==> config.mk <==
export PLATFORM = sky130hd
export DESIGN_NAME = mjge_queue
export DESIGN_NICKNAME = d
export VERILOG_FILES = /design/src/hdl/mjge_queue.sv
export SDC_FILE = /design/constraint.sdc
export NUM_CORES = 1
export LEC_CHECK = 0
export BUFFER_PORTS_ARGS = -buffer_cell sky130_fd_sc_hd__buf_2
export CORE_MARGIN = 2
export CORE_UTILIZATION = 50
export DETAILED_ROUTE_END_ITERATION = 8
export HOLD_SLACK_MARGIN = 0.03
export PLACE_DENSITY = 0.69
export SYNTH_ARGS = -nofsm -noshare
export SYNTH_HDL_FRONTEND = slang
export SYNTH_SLANG_ARGS = --single-unit
==> constraint.sdc <==
create_clock -name clock -period 3.96 [get_ports clock]
set_input_delay 0.792 -clock clock [delete_from_list [all_inputs] [get_ports clock]]
set_output_delay 0.792 -clock clock [all_outputs]
set_load 0.01 [all_outputs]
==> src/hdl/mjge_queue.sv <==
// ----------------------------------------------------------------------------
// mjge_queue
// Small register FIFO that decouples the classifier from the evaluator.
// ----------------------------------------------------------------------------
module mjge_queue #(
   parameter  int WIDTH = 8,
   parameter  int DEPTH = 4,
   localparam int PTR_W = $clog2(DEPTH),
   localparam int CNT_W = $clog2(DEPTH + 1)
) (
   input  logic             clock,
   input  logic             reset,
   input  logic             push,
   input  logic [WIDTH-1:0] push_data,
   input  logic             pop,
   output logic             pop_valid,
   output logic [WIDTH-1:0] pop_data,
   output logic             full
);

   logic [WIDTH-1:0] entry_ff [DEPTH];
   logic [PTR_W-1:0] wr_ptr_ff, wr_ptr_in;
   logic [PTR_W-1:0] rd_ptr_ff, rd_ptr_in;
   logic [CNT_W-1:0] count_ff, count_in;
   logic             do_pop;

   assign pop_valid = (count_ff != '0);
   assign full      = (count_ff == CNT_W'(DEPTH));
   assign pop_data  = entry_ff[rd_ptr_ff];
   assign do_pop    = pop && pop_valid;

   always_comb begin
      wr_ptr_in = wr_ptr_ff;
      rd_ptr_in = rd_ptr_ff;
      count_in  = count_ff;
      if (push) begin
         wr_ptr_in = (wr_ptr_ff == PTR_W'(DEPTH - 1)) ? '0 : wr_ptr_ff + PTR_W'(1);
      end
      if (do_pop) begin
         rd_ptr_in = (rd_ptr_ff == PTR_W'(DEPTH - 1)) ? '0 : rd_ptr_ff + PTR_W'(1);
      end
      if (push && !do_pop) begin
         count_in = count_ff + CNT_W'(1);
      end else if (do_pop && !push) begin
         count_in = count_ff - CNT_W'(1);
      end
   end

   always_ff @(posedge clock) begin
      if (reset) begin
         wr_ptr_ff <= '0;
         rd_ptr_ff <= '0;
         count_ff  <= '0;
      end else begin
         wr_ptr_ff <= wr_ptr_in;
         rd_ptr_ff <= rd_ptr_in;
         count_ff  <= count_in;
      end
   end

   always_ff @(posedge clock) begin
      if (push) begin
         entry_ff[wr_ptr_ff] <= push_data;
      end
   end

endmodule

==> results of run 1 <==
## flip-flops by register name, indices dropped and copies added (netlist names), named ones only
name / flops
wr_ptr_ff: 2
count_ff: 3
rd_ptr_ff: 2
entry_ff: 32
## layout make-up
type,count,area (µm²)
clock inverters,2,8.758
multi-input cells,40,451.7
flip-flops and latches,41,1141
fillers,250,1229
well taps,44,55.05
clock buffers,6,51.30
inverters,3,11.26
repair buffers,21,105.1
## power groups by stage
stage | Combinational (W) | Sequential [W] | Clock (W)
final | 0.000215 | 0.000554 | 0.000208
after global placement | 0.000211 | 0.000565 | 0
after CTS | 0.000219 | 0.000558 | 0.000216
after detailed placement | 0.000216 | 0.000567 | 0
after global routing | 0.000239 | 0.000564 | 0.000231
after floorplan | 0.000177 | 0.000536 | 0
## worst reg2reg max path: stages, from the launching register on
cell and delay (ps):
dfxtp_1 390, o31ai_4 330, ha_1 240, inv_1 60, fa_1 380, xor2_1 180
or3_1 300, a21oi_1 140
## per-layer routing
metal  routed length [µm]  track usage (%)
met5                    0                0
met2                 1153            24.88
met3                  115            5.757
met4                   53            7.453
met1                 1041            19.31
## final timing paths
path / end / slack, ps
hold / removal: rd_ptr_ff[0] / 510
setup reg to reg: count_ff[2] / 1890
hold reg to reg: rd_ptr_ff[0] / 510
setup / recovery: pop_data[7] / 1420
## synthesized netlist by cell type
master / instances / area (µm²)
a21oi_1: 1 / 5.000
nor2_1: 6 / 22.52
mux2i_1: 4 / 40.04
buf_4: 1 / 7.510
nor3b_1: 1 / 7.510
xor2_1: 2 / 17.52
clkbuf_1: 1 / 3.750
or3_2: 1 / 7.510
fa_1: 1 / 20.02
o31ai_4: 1 / 21.27
dfxtp_1: 9 / 180.2
or3_1: 2 / 12.51
nand2_1: 1 / 3.750
mux4_2: 8 / 180.2
ha_1: 6 / 75.07
and2_1: 4 / 25.02
inv_1: 3 / 11.26
edfxtp_1: 32 / 960.9
o21ai_0: 1 / 5.000
a21oi_2: 1 / 8.760
## cell families (layout without fill, tap and decap cells)
group | after synthesis | in the layout | share of synthesized area [%]
mux | 12 | 12 | 13.63
compound gates | 4 | 4 | 2.478
xor+xnor | 2 | 2 | 1.085
buf+inv | 5 | 32 | 1.394
flops | 41 | 41 | 70.64
fa+ha+maj | 7 | 7 | 5.887
simple gates | 15 | 15 | 4.880
## per-stage QoR
step	instance area, µm²	std cells
6_report	1824	157
5_1_grt	1824	157
4_1_cts	1824	157
3_5_place_dp	1764	149
3_3_place_gp	1764	149
2_1_floorplan	1615	86
## cells in the final DEF (no fill, tap or decap)
master,instances
a21oi_1,1
ha_1,6
nor3b_1,1
clkbuf_8,1
clkbuf_4,5
clkinv_2,1
mux4_2,8
clkinv_1,1
fa_1,1
and2_1,4
o31ai_4,1
nor2_1,6
or3_2,1
or3_1,2
buf_2,21
dfxtp_1,9
o21ai_0,1
nand2_1,1
edfxtp_1,32
inv_1,3
mux2i_1,4
xor2_1,2
a21oi_2,1
==> results_dict.tcl, run 1 <==
set metrics [dict create \
    worstPathMaxFanout 8 \
    vias 804 \
    fin_total_pwr_w 0.0009770 \
    hold_viol 0 \
    wl_um 2364 \
    switchingPower_w 0.0002690 \
    relSlewSlack_pct 64.06 \
    status "finished, final reports clean" \
    ys_warn_count 0 \
    start_util_pct 52.91 \
    whs_path_depth 2 \
    overflow 0 \
    drt_first_iter_violations 14 \
    power.share.switching_pct 27.53 \
    synth_cell_types 20 \
    cpMaxStageDelayCell "dfxtp_1" \
    chipWidth_um 60.84 \
    tightest_slew_ps 538.4 \
    internal_power_w 0.0007080 \
    yosysSeqAreaShare_pct 70.64 \
    dp_slack_ps 1630 \
    cts-resized-gates 0 \
    areaGrowthSynthToFinish_pct 12.94 \
    seq_power_share_pct 56.7 \
    rsz0062_at_grt "no" \
    worstPathRequired_ps 3170 \
    syn_avg_cell_area_um2 18.78 \
    cts_buffer_depth 2 \
    leakagePower_nw 0.6708 \
    hold_buffers 0 \
    crit_family "flip-flops" \
    clk_latency_ps 340 \
    post_cts_buffers 0 \
    drive_gt1_share_pct 34.51 \
    slew_viol_final 0 \
    cts-root-buf "clkbuf_4" \
    synth_nets 105 \
    holdCritStartpoint "rd_ptr_ff[0]" \
    finalClockSkew_ps 10.48 \
    drc_errors 0 \
    end_kind "primary output" \
    cts_buffers 5 \
    port_buffers 21 \
    gp_congestion 0.6549 \
    num_antenna_cells 0 \
    ys_ff_latch 41 \
    clkSinkCount 41 \
    path_buf_inv 1 \
    cp_cell_sequence "mux4_2, buf_2" \
    antenna_found_initial 0 \
    crit_cells 2 \
    grt_use_total_pct 15.73 \
    via_per_inst 5.121 \
    fin_crit_sh_pct 64.15 \
    layout_setup_ws_ps 1420 \
    combinationalPowerShare_pct 22.0 \
    firstDrtPassIters 4 \
    antenna_left 0 \
    fin_hold_ws_ps 508.1 \
    cp_data_arrival_time_ps 1750 \
    wire_per_inst_um 15.06 \
    cts.htree.levels 2 \
    ir_drop_mv 0.3373 \
    hold_path_class "register to register" \
    ioPinCount 22 \
    grt_pass1_wl_um 3891 \
    cts_tree "done" \
    setup_tns_ps 0 \
    core_um2 3053 \
    fin_crit_ps 2540 \
    die_h_um 60.84 \
    place_hpwl_um 1645 \
    row_count 20 \
    setup_viol 0 \
    fmaxAchievable_mhz 393.7 \
    rr_worst_depth 7 \
    power.density_nw_per_um2 535.6 \
    finalNetCount 131 \
    die_area_um2 3702 \
    path_class "register to primary output" \
    netlist_area_um2 1615 \
    synth_cells 86 \
    first_global_vias 816 \
    cp_slowest_stage_delay_ps 680 \
    clk_pin_slew_worst_paths_ps 120 \
    start_kind "register" \
    utilization_pct 59.75 \
    grt_max_degree 13 \
    rr_startpoint "count_ff[1]" \
    max-cap-violations 0 \
    pwr-share-clk_pct 21.3 \
]
Note: power is estimated with default switching activity, not from simulation.
==> run 2: changes to the inputs <==
- ABC_AREA: unset -> 1
- clock period: 3.96 -> 2.4 ns (I/O delays scaled with it)
==> results_dict.tcl, run 2 <==
set metrics [dict create \
    finalNetCount 186 \
    cts_buffers 5 \
    ioPinCount 22 \
    antenna_found_initial 0 \
    gp_congestion 0.7496 \
    finalClockSkew_ps 7.806 \
    synth_most_common_cell "edfxtp_1" \
    hold_path_class "primary input to register" \
    met3_usage_pct 4.348 \
    drt_first_iter_violations 45 \
    grt_use_total_pct 16.98 \
    wl_um 2704 \
    start_util_pct 53.40 \
    grtUsageMet2_pct 28.42 \
    regMostFlops "entry_ff" \
    wire_per_inst_um 12.75 \
    synth_top_area_share_pct 57.53 \
    die_h_um 61.80 \
    clk_pin_slew_worst_paths_ps 110 \
    tightest_slew_ps 382.9 \
    largest_reg_flops 32 \
    row_count 20 \
    syn_avg_cell_area_um2 11.93 \
    fin_crit_ps 1983 \
    clkSinkCount 41 \
    ys_ff_latch 41 \
    synthTopCellsByCount "edfxtp_1, nor2_1, inv_1, o21ai_0, nand2_1" \
    cts_tree "done" \
    hold_viol 0 \
    start_kind "register" \
    first_global_vias 1031 \
    worstPathMaxFanout 16 \
    grt_max_degree 17 \
    synth_edf_count 32 \
    netlist_area_um2 1670 \
    port_buffers 21 \
    slew_viol_final 0 \
    synth_cell_types 20 \
    utilization_pct 60.28 \
    synthArstFlopShare_pct 0 \
    cp_data_arrival_time_ps 1500 \
    fmaxAchievable_mhz 504.2 \
    synth_cells 140 \
    cts-resized-gates 0 \
    num_antenna_cells 0 \
    clk_latency_ps 330 \
    status "finished, final reports clean" \
    most-common-layout-cells "edfxtp_1, nor2_1, buf_2, inv_1, o21ai_0" \
    areaGrowthSynthToFinish_pct 12.88 \
    drive_gt1_share_pct 20.83 \
    end_kind "primary output" \
    leakagePower_nw 0.7705 \
    fin_crit_sh_pct 82.64 \
    relSlewSlack_pct 74.45 \
    place_hpwl_um 1950 \
    ir_drop_mv 0.3686 \
    max-cap-violations 0 \
    setup_viol 0 \
    power.density_nw_per_um2 968.4 \
    vias 1072 \
    via_per_inst 5.057 \
    firstDrtPassIters 4 \
    die_area_um2 3819 \
    fin_total_pwr_w 0.001826 \
    core_um2 3128 \
    cts_buffer_depth 2 \
    grt_pass1_wl_um 4478 \
    overflow 0 \
    hold_buffers 0 \
    synth_area_leaders "edfxtp_1, dfxtp_1, nor2_1, ha_1, o21ai_0" \
    reg_top3 "entry_ff: 32 flops, count_ff: 3 flops" \
    synth_top_area_cell "edfxtp_1" \
    busiest_layer "met2" \
    post_cts_buffers 0 \
    final_common_cell "edfxtp_1" \
    yosysSeqAreaShare_pct 68.31 \
    worstPathRequired_ps 1920 \
    use_met1_pct 20.94 \
    path_class "register to primary output" \
    setup_tns_ps 0 \
    synth_nets 159 \
    ys.flop_type "edfxtp_1" \
    drc_errors 0 \
    ys_warn_count 0 \
    cts-root-buf "clkbuf_4" \
    chipWidth_um 61.80 \
    antenna_left 0 \
    cts.htree.levels 2 \
    rsz0062_at_grt "no" \
]
## run 2: final cells by class
cell class	count	area [µm²]
Fill cell	259	1242
Sequential cell	41	1141
Multi-Input combinational cell	81	446.7
Timing Repair Buffer	22	112.6
Clock buffer	7	65.06
Inverter	16	60.06
Tap cell	44	55.05
Clock inverter	1	5.005
## run 2: per-layer routing
layer / up-vias / part of all wire (%)
li1: 536 / -
met1: 509 / 43
met2: 23 / 51
met3: 4 / 4.2
met4: 0 / 1.3
met5: - / 0
## run 2: worst paths after layout
path	startpoint	endpoint	slack [ps]	cells past startpoint
max	register	pop_data[3]	420	4
min	reset	wr_ptr_ff[0]	320	2
max reg2reg	count_ff[0]	count_ff[2]	620	12
min reg2reg	rd_ptr_ff[1]	register	530	2
## run 2: cell families after synthesis
family,after synthesis,synth area share [%]
xor+xnor,1,0.5244
fa+ha+maj,7,5.693
compound gates,29,9.738
simple gates,44,10.79
buf+inv,18,4.943
flops,41,68.31
## run 2: worst max-delay path, stage by stage (launching register included)
cell and delay, ps:
dfxtp_1 530, inv_2 210, o21ai_0 210, o22ai_1 90, buf_2 140
## run 2: per-stage QoR
step | area, µm² | cells | hold WS, ps | worst slack, ps
6_report | 1886 | 212 | 324.3 | 416.7
4_1_cts | 1886 | 212 | 310.0 | 380.3
2_1_floorplan | 1670 | 140 | 482.7 | 745.0
3_3_place_gp | 1815 | 204 | 502.7 | 690.6
5_1_grt | 1886 | 212 | 310.8 | 233.2
3_5_place_dp | 1815 | 204 | 514.9 | 591.6
## run 2: power breakdown
group	total, W	switching [W]	internal [W]
Clock	0.000371	0.000201	0.000170
Combinational	0.000548	0.000330	0.000218
Sequential	0.000907	0.0000682	0.000839
