File: src/hdl/mjge_pkg.sv
// ----------------------------------------------------------------------------
// mjge_pkg
// Shared constants and types for the maze junction graph extractor.
// ----------------------------------------------------------------------------
package mjge_pkg;

   localparam int DEFAULT_MAX_WIDTH  = 1024;
   localparam int DEFAULT_MAX_HEIGHT = 1024;

   // grid width register
   localparam int                      GRID_WIDTH_W     = 11;
   localparam logic [GRID_WIDTH_W-1:0] GRID_WIDTH_RESET = 11'd1024;

   // coordinate and length fields of a result
   localparam int COORD_W = 10;
   typedef logic [COORD_W-1:0] coord_type;

   // command queue between front and back
   localparam int QUEUE_DEPTH    = 4;
   localparam int CMD_FLAG_COUNT = 6;

   typedef enum logic {
      OP_PIXEL = 1'b0,
      OP_FLUSH = 1'b1
   } op_type;

endpackage

File: src/hdl/mjge_front.sv
// ----------------------------------------------------------------------------
// mjge_front
// Accepts cells and flush steps, tracks position and frame state, and turns
// every cell that it does not drop into a command for the back end.
// ----------------------------------------------------------------------------
module mjge_front
   import mjge_pkg::*;
#(
   parameter  int MAX_WIDTH  = DEFAULT_MAX_WIDTH,
   parameter  int MAX_HEIGHT = DEFAULT_MAX_HEIGHT,
   localparam int COL_W      = $clog2(MAX_WIDTH),
   localparam int HWM_W      = $clog2(MAX_WIDTH + 1),
   localparam int ROW_W      = $clog2(MAX_HEIGHT),
   localparam int RCNT_W     = $clog2(MAX_HEIGHT + 1),
   localparam int CMD_W      = CMD_FLAG_COUNT + COL_W + ROW_W
) (
   input  logic                    clock,
   input  logic                    reset,
   input  logic                    csr_write_enable,
   input  logic [GRID_WIDTH_W-1:0] csr_write_data,
   input  logic                    req_valid,
   output logic                    req_ready,
   input  logic                    req_operation,
   input  logic                    req_open_cell,
   input  logic                    req_frame_start,
   input  logic                    queue_full,
   output logic                    cmd_push,
   output logic [CMD_W-1:0]        cmd_data
);

   typedef struct packed {
      logic             frame_start;
      logic             col_zero;
      logic             eval;
      logic             bottom;
      logic             center_ok;
      logic             right_ok;
      logic [COL_W-1:0] col;
      logic [ROW_W-1:0] row;
   } cmd_type;

   logic [GRID_WIDTH_W-1:0] grid_width_ff;
   logic                    done_ff, done_in;
   logic                    drain_ff, drain_in;
   logic [COL_W-1:0]        col_ff, col_in;
   logic [RCNT_W-1:0]       row_ff, row_in;
   logic [HWM_W-1:0]        hwm_ff, hwm_in;

   logic                    accept;
   logic                    eff_done, eff_drain;
   logic [COL_W-1:0]        eff_col;
   logic [RCNT_W-1:0]       eff_row;
   logic [HWM_W-1:0]        eff_hwm;
   logic                    start_drain, empty_done, pixel_skip, take, drain_now, row_end;
   logic [HWM_W-1:0]        width_use, col_next;
   cmd_type                 cmd;

   assign req_ready = !queue_full;
   assign accept    = req_valid && req_ready;

   // clamp the width register to 1..MAX_WIDTH
   always_comb begin
      if (grid_width_ff == '0) begin
         width_use = HWM_W'(1);
      end else if (32'(grid_width_ff) > MAX_WIDTH) begin
         width_use = HWM_W'(MAX_WIDTH);
      end else begin
         width_use = HWM_W'(grid_width_ff);
      end
   end

   always_comb begin
      eff_done  = req_frame_start ? 1'b0 : done_ff;
      eff_drain = req_frame_start ? 1'b0 : drain_ff;
      eff_col   = req_frame_start ? '0   : col_ff;
      eff_row   = req_frame_start ? '0   : row_ff;
      eff_hwm   = req_frame_start ? '0   : hwm_ff;

      start_drain = (req_operation == OP_FLUSH) && !eff_drain &&
                    !((eff_col != '0) && (eff_row < RCNT_W'(MAX_HEIGHT)));
      empty_done  = start_drain && (eff_row == '0);
      pixel_skip  = (req_operation == OP_PIXEL) &&
                    (eff_drain || (eff_row >= RCNT_W'(MAX_HEIGHT)));
      take        = !eff_done && !empty_done && !pixel_skip;
      drain_now   = eff_drain || start_drain;
      col_next    = HWM_W'(eff_col) + HWM_W'(1);
      row_end     = (col_next >= width_use);

      // entries at or above the fill mark were not written in this frame
      cmd.frame_start = req_frame_start;
      cmd.col_zero    = (eff_col == '0);
      cmd.eval        = (eff_row != '0);
      cmd.bottom      = (req_operation == OP_PIXEL) && req_open_cell;
      cmd.center_ok   = (HWM_W'(eff_col) < eff_hwm);
      cmd.right_ok    = (col_next < width_use) && (col_next < eff_hwm);
      cmd.col         = eff_col;
      cmd.row         = ROW_W'(eff_row - RCNT_W'(1));

      done_in  = done_ff;
      drain_in = drain_ff;
      col_in   = col_ff;
      row_in   = row_ff;
      hwm_in   = hwm_ff;
      if (accept) begin
         done_in  = eff_done;
         drain_in = eff_drain;
         col_in   = eff_col;
         row_in   = eff_row;
         hwm_in   = eff_hwm;
         if (!eff_done) begin
            if (start_drain) begin
               drain_in = 1'b1;
            end
            if (empty_done) begin
               done_in = 1'b1;
            end else if (take) begin
               if (col_next > eff_hwm) begin
                  hwm_in = col_next;
               end
               if (row_end) begin
                  col_in = '0;
                  if (drain_now) begin
                     done_in = 1'b1;
                  end else begin
                     row_in = eff_row + RCNT_W'(1);
                  end
               end else begin
                  col_in = COL_W'(col_next);
               end
            end
         end
      end
   end

   assign cmd_push = accept && take;
   assign cmd_data = cmd;

   always_ff @(posedge clock) begin
      if (reset) begin
         grid_width_ff <= GRID_WIDTH_RESET;
         done_ff       <= 1'b0;
         drain_ff      <= 1'b0;
         col_ff        <= '0;
         row_ff        <= '0;
         hwm_ff        <= '0;
      end else begin
         if (csr_write_enable) begin
            grid_width_ff <= csr_write_data;
         end
         done_ff  <= done_in;
         drain_ff <= drain_in;
         col_ff   <= col_in;
         row_ff   <= row_in;
         hwm_ff   <= hwm_in;
      end
   end

endmodule

File: config.mk
export PLATFORM = sky130hd
export DESIGN_NAME = mjge_front
export DESIGN_NICKNAME = d
export VERILOG_FILES = /design/src/hdl/mjge_pkg.sv /design/src/hdl/mjge_front.sv
export SDC_FILE = /design/constraint.sdc
export NUM_CORES = 1
export LEC_CHECK = 0
export ABC_AREA = 1
export BUFFER_PORTS_ARGS = -buffer_cell sky130_fd_sc_hd__buf_2
export CORE_ASPECT_RATIO = 0.9
export CORE_MARGIN = 5
export CORE_UTILIZATION = 45
export DETAILED_ROUTE_END_ITERATION = 8
export PLACE_DENSITY = 0.64
export SYNTH_ARGS = -nofsm -noshare
export SYNTH_HDL_FRONTEND = slang
export SYNTH_SLANG_ARGS = --single-unit
File: constraint.sdc
create_clock -name clock -period 4.24 [get_ports clock]
set_input_delay 0.636 -clock clock [delete_from_list [all_inputs] [get_ports clock]]
set_output_delay 0.636 -clock clock [all_outputs]
set_load 0.1 [all_outputs]
==> results.md, run 1 <==
- Run status: finished, final reports clean
- Core Area: between 8000 and 9000 µm²
- Vias in the first global route: 3497
- Kind of end point of the critical path: output port
- Highest achievable clock rate: between 200 and 300 MHz
- Remaining global-route overflow: 0
- Number of detailed-routing iterations run before antenna repair: 5
- Number of standard cells in the final layout excluding fillers: 715
- Overall via count from detail_route: 3789
- Post-route minimum period: 3990 ps
- Clock latency on the worst-skew pair: 310 ps
- #FFs+latches synth: 45
- Power after layout: 1.29 mW
- Dpl hpwl: 7930 µm
- Fin crit share: 94.2%
- Post-CTS resize count: 0
- Number of nets still failing antenna checks after routing: 0
- Max VDD drop: 227 µV
- Proportion of layout cells with a drive suffix above 1: 15.9%
- Worst-margin pin slew: approximately 660 ps
- Internal Pwr Total: 0.705 mW
- Y dimension of the die: approximately 97 µm
- Post-synth top flop: sky130_fd_sc_hd__dfxtp_1
- Worst Path Arrival: roughly 3400 ps
- Critical-path cell with the highest stage delay: sky130_fd_sc_hd__ha_1
- Yosys warnings: 0
- Part of the total power dissipated in the clock network: 21.1%
- Max Cap Violations: 0
- Cell variety after synth: 44
- Port Buffer Count: 46
- # IOs: 47
- Max-Slew Margin vs Limit: a little under three fifths
- Async set-or-reset flop fraction in the synthesized netlist: 0%
- Largest cells by area after synthesis: sky130_fd_sc_hd__dfxtp_1 (24%), sky130_fd_sc_hd__nand2_1 (14%), sky130_fd_sc_hd__ha_1 (12%)
- Combinational fraction of design power: between 40% and 50%
- All-layer global routing usage: 20.2%
- Library cell occupying the most area in the post-synthesis netlist: sky130_fd_sc_hd__dfxtp_1
- Post-Synthesis Net Count: ~630
- Net switching fraction of the power: 45.4%
- RSZ-0062 raised after global routing: no
- Std-Cell Rows: 31
- Switching power of the nets: 0.585 mW
- Total Die Area: 10300 µm²
- Number of setup violations in the final report: 0
- Maximum number of pins on one net before global-route repair: 25
- Number of hold-slack violations in the final timing report: 0
- Top delay family on crit path: simple AND/OR/NAND/NOR gates
- Worst path bufs/invs: 3
- Number of DRC violations after detailed routing: 0
- Cell area after technology mapping: 3750 µm²
- Most frequent cells in the layout: sky130_fd_sc_hd__nand2_1 (145), sky130_fd_sc_hd__inv_1 (71), sky130_fd_sc_hd__nor2_1 (64)
- Sequential power share: 36.0%
- Placer Congestion: around 0.93
- Register clock-pin slew on the reported worst setup and hold paths: 90 ps
- Start-to-end type of the worst setup path: in -> out
- PwrDens: 310 nW/µm²
- Commonest non-fill, non-tap cell in the layout: sky130_fd_sc_hd__nand2_1
- CTS tree: built
- Diodes inserted: 0
- CTS buffer count: 5
- Number of pins with negative max-slew slack in the final report: 0
- Count of fill cells added during filler insertion: roughly 800
- Synth-to-layout area growth: 11.0%
- Placed cell count: ~700
- Hold crit path type: reg -> reg
- Master cell of the clock root buffer: sky130_fd_sc_hd__clkbuf_8
- Wirelength per Cell: 14.3 µm
- Synth Area per Inst: between 6 and 7 µm²
- Worst clock skew on the final layout: ~12 ps
- Setup TNS: 0 ps
- Post-cts hold buffer count: 0
- Fraction of post-synthesis cell area in the top cell type by area: 24.0%
- Chip width: approximately 110 µm
- Maximum buffer depth of the clock tree: 2
- First-pass GRT wire length: 17200 µm
- Peak fanout along the critical path: 9
- Critical Path, Cell by Cell: buf_2, nor2_4, ha_1, nand3_1, nor4_1, nand2_1, nand2_1, clkinv_1, ha_1, nand2_1, nor2_1, and2_1, nand2_1, nand3_1, nor2_4, buf_12
- Routed wire length: 10200 µm
- Clk sinks: 45
- Initial Utilization: ~46%
- Number of antenna violations at the first check in global routing: 0
- Delay of the slowest critical-path stage: 350 ps
- Mapped Cells: 575
- Count of flip-flops with a built-in enable after synthesis: 0
- Most frequent cell on the critical path: sky130_fd_sc_hd__nand2_1
- Required @ worst endpoint: ~3600 ps
- Final-stage net count: 671
- Vias per Instance: 5.30
- Static Leakage: 2.02 nW
- H-tree lvl count: 2
- Number of setup buffers added after CTS: 0
- Sequential-to-total area share from yosys stat: 24.0%
- Worst Setup Start Kind: input pin
- Number of violations reported at the end of detailed-routing iteration 0: roughly 290
## worst paths after layout
kind                     startpoint                      to  slack, ps  cells past startpoint
max                 req_frame_start            cmd_data[20]        250                     16
min          hwm_ff[2]$_SDFFE_PP0P_  hwm_ff[2]$_SDFFE_PP0P_        470                      2
max reg2reg  col_ff[0]$_SDFFE_PP0P_  hwm_ff[9]$_SDFFE_PP0P_        670                     20
min reg2reg  hwm_ff[2]$_SDFFE_PP0P_  hwm_ff[2]$_SDFFE_PP0P_        470                      2
## synth_stat cells (3+ instances only)
cell type and n:
sky130_fd_sc_hd__a21oi_1 40, sky130_fd_sc_hd__a31oi_1 4, sky130_fd_sc_hd__buf_6 3, sky130_fd_sc_hd__clkbuf_1 9, sky130_fd_sc_hd__dfxtp_1 45, sky130_fd_sc_hd__ha_1 37
sky130_fd_sc_hd__inv_1 71, sky130_fd_sc_hd__nand2_1 145, sky130_fd_sc_hd__nand2_4 5, sky130_fd_sc_hd__nand3_1 35, sky130_fd_sc_hd__nand4_1 4, sky130_fd_sc_hd__nor2_1 67
sky130_fd_sc_hd__nor2_2 8, sky130_fd_sc_hd__nor2_4 4, sky130_fd_sc_hd__nor3_1 6, sky130_fd_sc_hd__nor4_1 6, sky130_fd_sc_hd__o211ai_1 3, sky130_fd_sc_hd__o21ai_0 35
sky130_fd_sc_hd__xor2_1 12
## metal layers
metal | track usage, % | up-vias | wire length [µm]
met2 | 31.4 | 125 | 4360
met3 | 3.60 | 18 | 693
li1 | - | 1939 | -
met5 | 0 | - | 0
met4 | 5.48 | 0 | 184
met1 | 28.6 | 1707 | 4960
## power groups by stage
stage	Clock, mW	Combinational (mW)	Sequential, mW
floorplan	0	0.442	0.470
global placement	0	0.545	0.474
detailed placement	0	0.548	0.474
CTS	0.277	0.551	0.464
global route	0.299	0.606	0.468
finish	0.273	0.553	0.464
## final cells by class
cell class	count	area, µm²	share of cell area (%)
Tap cell	99	124	2.97
Clock buffer	6	72.6	1.74
Multi-Input combinational cell	435	2480	59.5
Inverter	78	305	7.33
Timing Repair Buffer	50	275	6.61
Sequential cell	45	901	21.6
Clock inverter	2	10.0	0.240
## state kept, by name, summed over array words and instances, names as in the netlist
name	flops
col_ff	10
done_ff	1
drain_ff	1
grid_width_ff	11
hwm_ff	11
row_ff	11
## tightest hold or removal path: cells and delay by family, from the launching register on
family,cells,cell delay [ps]
flip-flops,1,320
AND/OR/NAND/NOR,1,60
AO/OA/AOI/OAI,1,50
## through the flow
stage	area (µm²)	hold WS (ps)	setup slack, ps	util (%)
after floorplan	3790	443	-20.2	-
final	4170	469	246	51.4
after detailed placement	4070	457	234	50.2
after CTS	4150	472	232	51.2
after global routing	4170	497	28.8	51.4
after global placement	4070	454	269	50.2
## kinds of logic (layout without fill, tap and decap cells)
kind of cell,Yosys count,in the layout,synth area share [%]
flip-flops,45,45,24.0
buffers and inverters,95,136,11.3
adder cells (fa/ha/maj),37,37,12.3
AND/OR/NAND/NOR,293,293,35.8
AO/OA/AOI/OAI,91,91,13.3
XOR/XNOR,14,14,3.27
(Power assumes the default switching activity.)
==> run 2: changes to the inputs <==
CORE_UTILIZATION = 59   (was 45)
PLACE_DENSITY = 0.81   (was 0.64)
TNS_END_PERCENT = 20   (was unset)
clock period = 4.2 ns   (was 4.24 ns; I/O delays follow)
==> results.md, run 2 (same netlist as run 1, synthesis figures left out) <==
- CTS tree: built
- Post-CTS resize count: 0
- Final worst setup slack: 211 ps
- All-layer global routing usage: 26.2%
- Source of the worst hold timing path: hwm_ff[1]$_SDFFE_PP0P_
- Source of the critical timing path: req_frame_start
- Number of setup violations in the final report: 0
- Y dimension of the die: 85.7 µm
- Clk sinks: 45
- Chip width: 94.1 µm
- Net switching fraction of the power: a little under half
- H-tree lvl count: 2
- Port Buffer Count: 46
- Synth-to-layout area growth: 9.93%
- Switching power of the nets: 0.593 mW
- Power after layout: about 1.3 mW
- Master cell of the clock root buffer: sky130_fd_sc_hd__clkbuf_8
- First-pass GRT wire length: 17000 µm
- Maximum buffer depth of the clock tree: 2
- Core Area: 6150 µm²
- Number of nets still failing antenna checks after routing: 0
- Delay of the slowest critical-path stage: 340 ps
- Number of antenna violations at the first check in global routing: 0
- Internal Pwr Total: 0.710 mW
- Start-to-end type of the worst setup path: in -> out
- Final-stage net count: 670
- Std-Cell Rows: 27
- Worst Path Arrival: 3360 ps
- Kind of end point of the critical path: output port
- Worst clock skew on the final layout: 9.86 ps
- Commonest non-fill, non-tap cell in the layout: sky130_fd_sc_hd__nand2_1
- Max Cap Violations: 0
- Required @ worst endpoint: 3570 ps
- Area of placed instances: 4040 µm²
- PwrDens: 316 nW/µm²
- Regs by FF count: grid_width_ff: 11 flops, hwm_ff: 11 flops, row_ff: 11 flops
- Worst Setup Slack post-DPL: 211 ps
- Static Leakage: approximately 2.0 nW
- Proportion of layout cells with a drive suffix above 1: between 10% and 20%
- Run status: finished, final reports clean
- Number of violations reported at the end of detailed-routing iteration 0: 362
- Diodes inserted: 0
- Number of hold-slack violations in the final timing report: 0
- Reg-to-reg startpoint: col_ff[0]$_SDFFE_PP0P_
- Dpl hpwl: ~8000 µm
- Count of fill cells added during filler insertion: 586
- RSZ-0062 raised after global routing: no
- Number of DRC violations after detailed routing: 0
- Placed cell count: roughly 690
- Highest achievable clock rate: 251 MHz
- CTS buffer count: 5
- Vias in the first global route: 3561
- Fin crit share: 95.0%
- Remaining global-route overflow: 0
- Number of detailed-routing iterations run before antenna repair: 5
- Post-cts hold buffer count: 0
- Critical-path cell with the highest stage delay: sky130_fd_sc_hd__ha_1
- Part of the total power dissipated in the clock network: ~20%
- Maximum number of pins on one net before global-route repair: 25
- Post-route minimum period: between 3000 and 4000 ps
- Max VDD drop: 195 µV
- Total Die Area: 8060 µm²
- Vias per Instance: 5.56
- Number of pins with negative max-slew slack in the final report: 0
- Wirelength per Cell: roughly 15 µm
- Number of standard cells in the final layout excluding fillers: 702
- # IOs: 47
- Placer Congestion: 0.984
- Worst-margin pin slew: ~800 ps
- Register clock-pin slew on the reported worst setup and hold paths: 80 ps
- Peak fanout along the critical path: 9
- Setup TNS: 0 ps
- Post-Layout Inst Area: 4130 µm²
- Combinational fraction of design power: 43.4%
- Most frequent cells in the layout: sky130_fd_sc_hd__nand2_1 (145), sky130_fd_sc_hd__inv_1 (71), sky130_fd_sc_hd__nor2_1 (64)
- Initial Utilization: 61.1%
- Max-Slew Margin vs Limit: roughly 47%
- Sequential power share: a little over a third
- Routed wire length: 10300 µm
- Hold crit path type: reg -> reg
- Critical Path, Cell by Cell: buf_2, nor2_4, ha_1, nand3_1, nor4_1, nand2_1, nand2_1, clkinv_1, ha_1, nand2_1, a21oi_1, nor2_1, nand3_1, nor2_4, buf_12
- Worst Setup Start Kind: input pin
- Overall via count from detail_route: between 3k and 4k
- Most frequent cell on the critical path: sky130_fd_sc_hd__nand2_1
- Clock latency on the worst-skew pair: ~310 ps
- Number of setup buffers added after CTS: 0
-- run 2: changes by cell type in the layout (fill, tap and decap cells not counted) --
cell                     previous run  this run
sky130_fd_sc_hd__nor4_4             1         0
sky130_fd_sc_hd__xor2_2             1         0
sky130_fd_sc_hd__xor2_1            11        12
sky130_fd_sc_hd__nor4_2             0         1
sky130_fd_sc_hd__buf_4              4         3
-- run 2: metal layers --
layer	up-vias	global-route usage (%)	part of all wire, %
li1	1934	-	-
met1	1761	37.0	45
met2	187	40.5	44
met3	18	6.14	10
met4	0	6.30	1.8
met5	-	0	0
-- run 2: layout make-up --
type                            instances  area [µm²]  share of cell area [%]
Multi-Input combinational cell        435        2460                    59.7
Sequential cell                        45         901                    21.8
Inverter                               78         305                    7.40
Timing Repair Buffer                   49         268                    6.49
Tap cell                               87         109                    2.64
Clock buffer                            6        72.6                    1.76
Clock inverter                          2        10.0                   0.242
-- run 2: power groups by stage --
stage / clock network (mW) / logic (mW) / registers, mW
5_1_grt: 0.294 / 0.611 / 0.473
2_1_floorplan: 0 / 0.446 / 0.475
3_5_place_dp: 0 / 0.556 / 0.479
6_report: 0.268 / 0.566 / 0.470
4_1_cts: 0.272 / 0.559 / 0.469
3_3_place_gp: 0 / 0.544 / 0.478
-- run 2: final timing paths --
check / to / slack [ps] / cells after the start
setup / recovery: cmd_data[20] / 210 / 15
hold / removal: hwm_ff[1]$_SDFFE_PP0P_ / 470 / 2
setup reg to reg: col_ff[0]$_SDFFE_PP0P_ / 620 / 19
hold reg to reg: hwm_ff[1]$_SDFFE_PP0P_ / 470 / 2
-- run 2: worst max-delay path: cells and delay by family --
kind / cells / cell delay [ps]
adder cells (fa/ha/maj): 2 / 640
AND/OR/NAND/NOR: 9 / 1470
buffers and inverters: 3 / 520
AO/OA/AOI/OAI: 1 / 70
-- run 2: per-stage QoR --
| step | util [%] | hold slack, ps |
|---|---|---|
| CTS | 67.0 | 468 |
| global route | 67.1 | 496 |
| detailed placement | 65.7 | 455 |
| global placement | 65.7 | 453 |
| floorplan | - | 443 |
| finish | 67.1 | 467 |
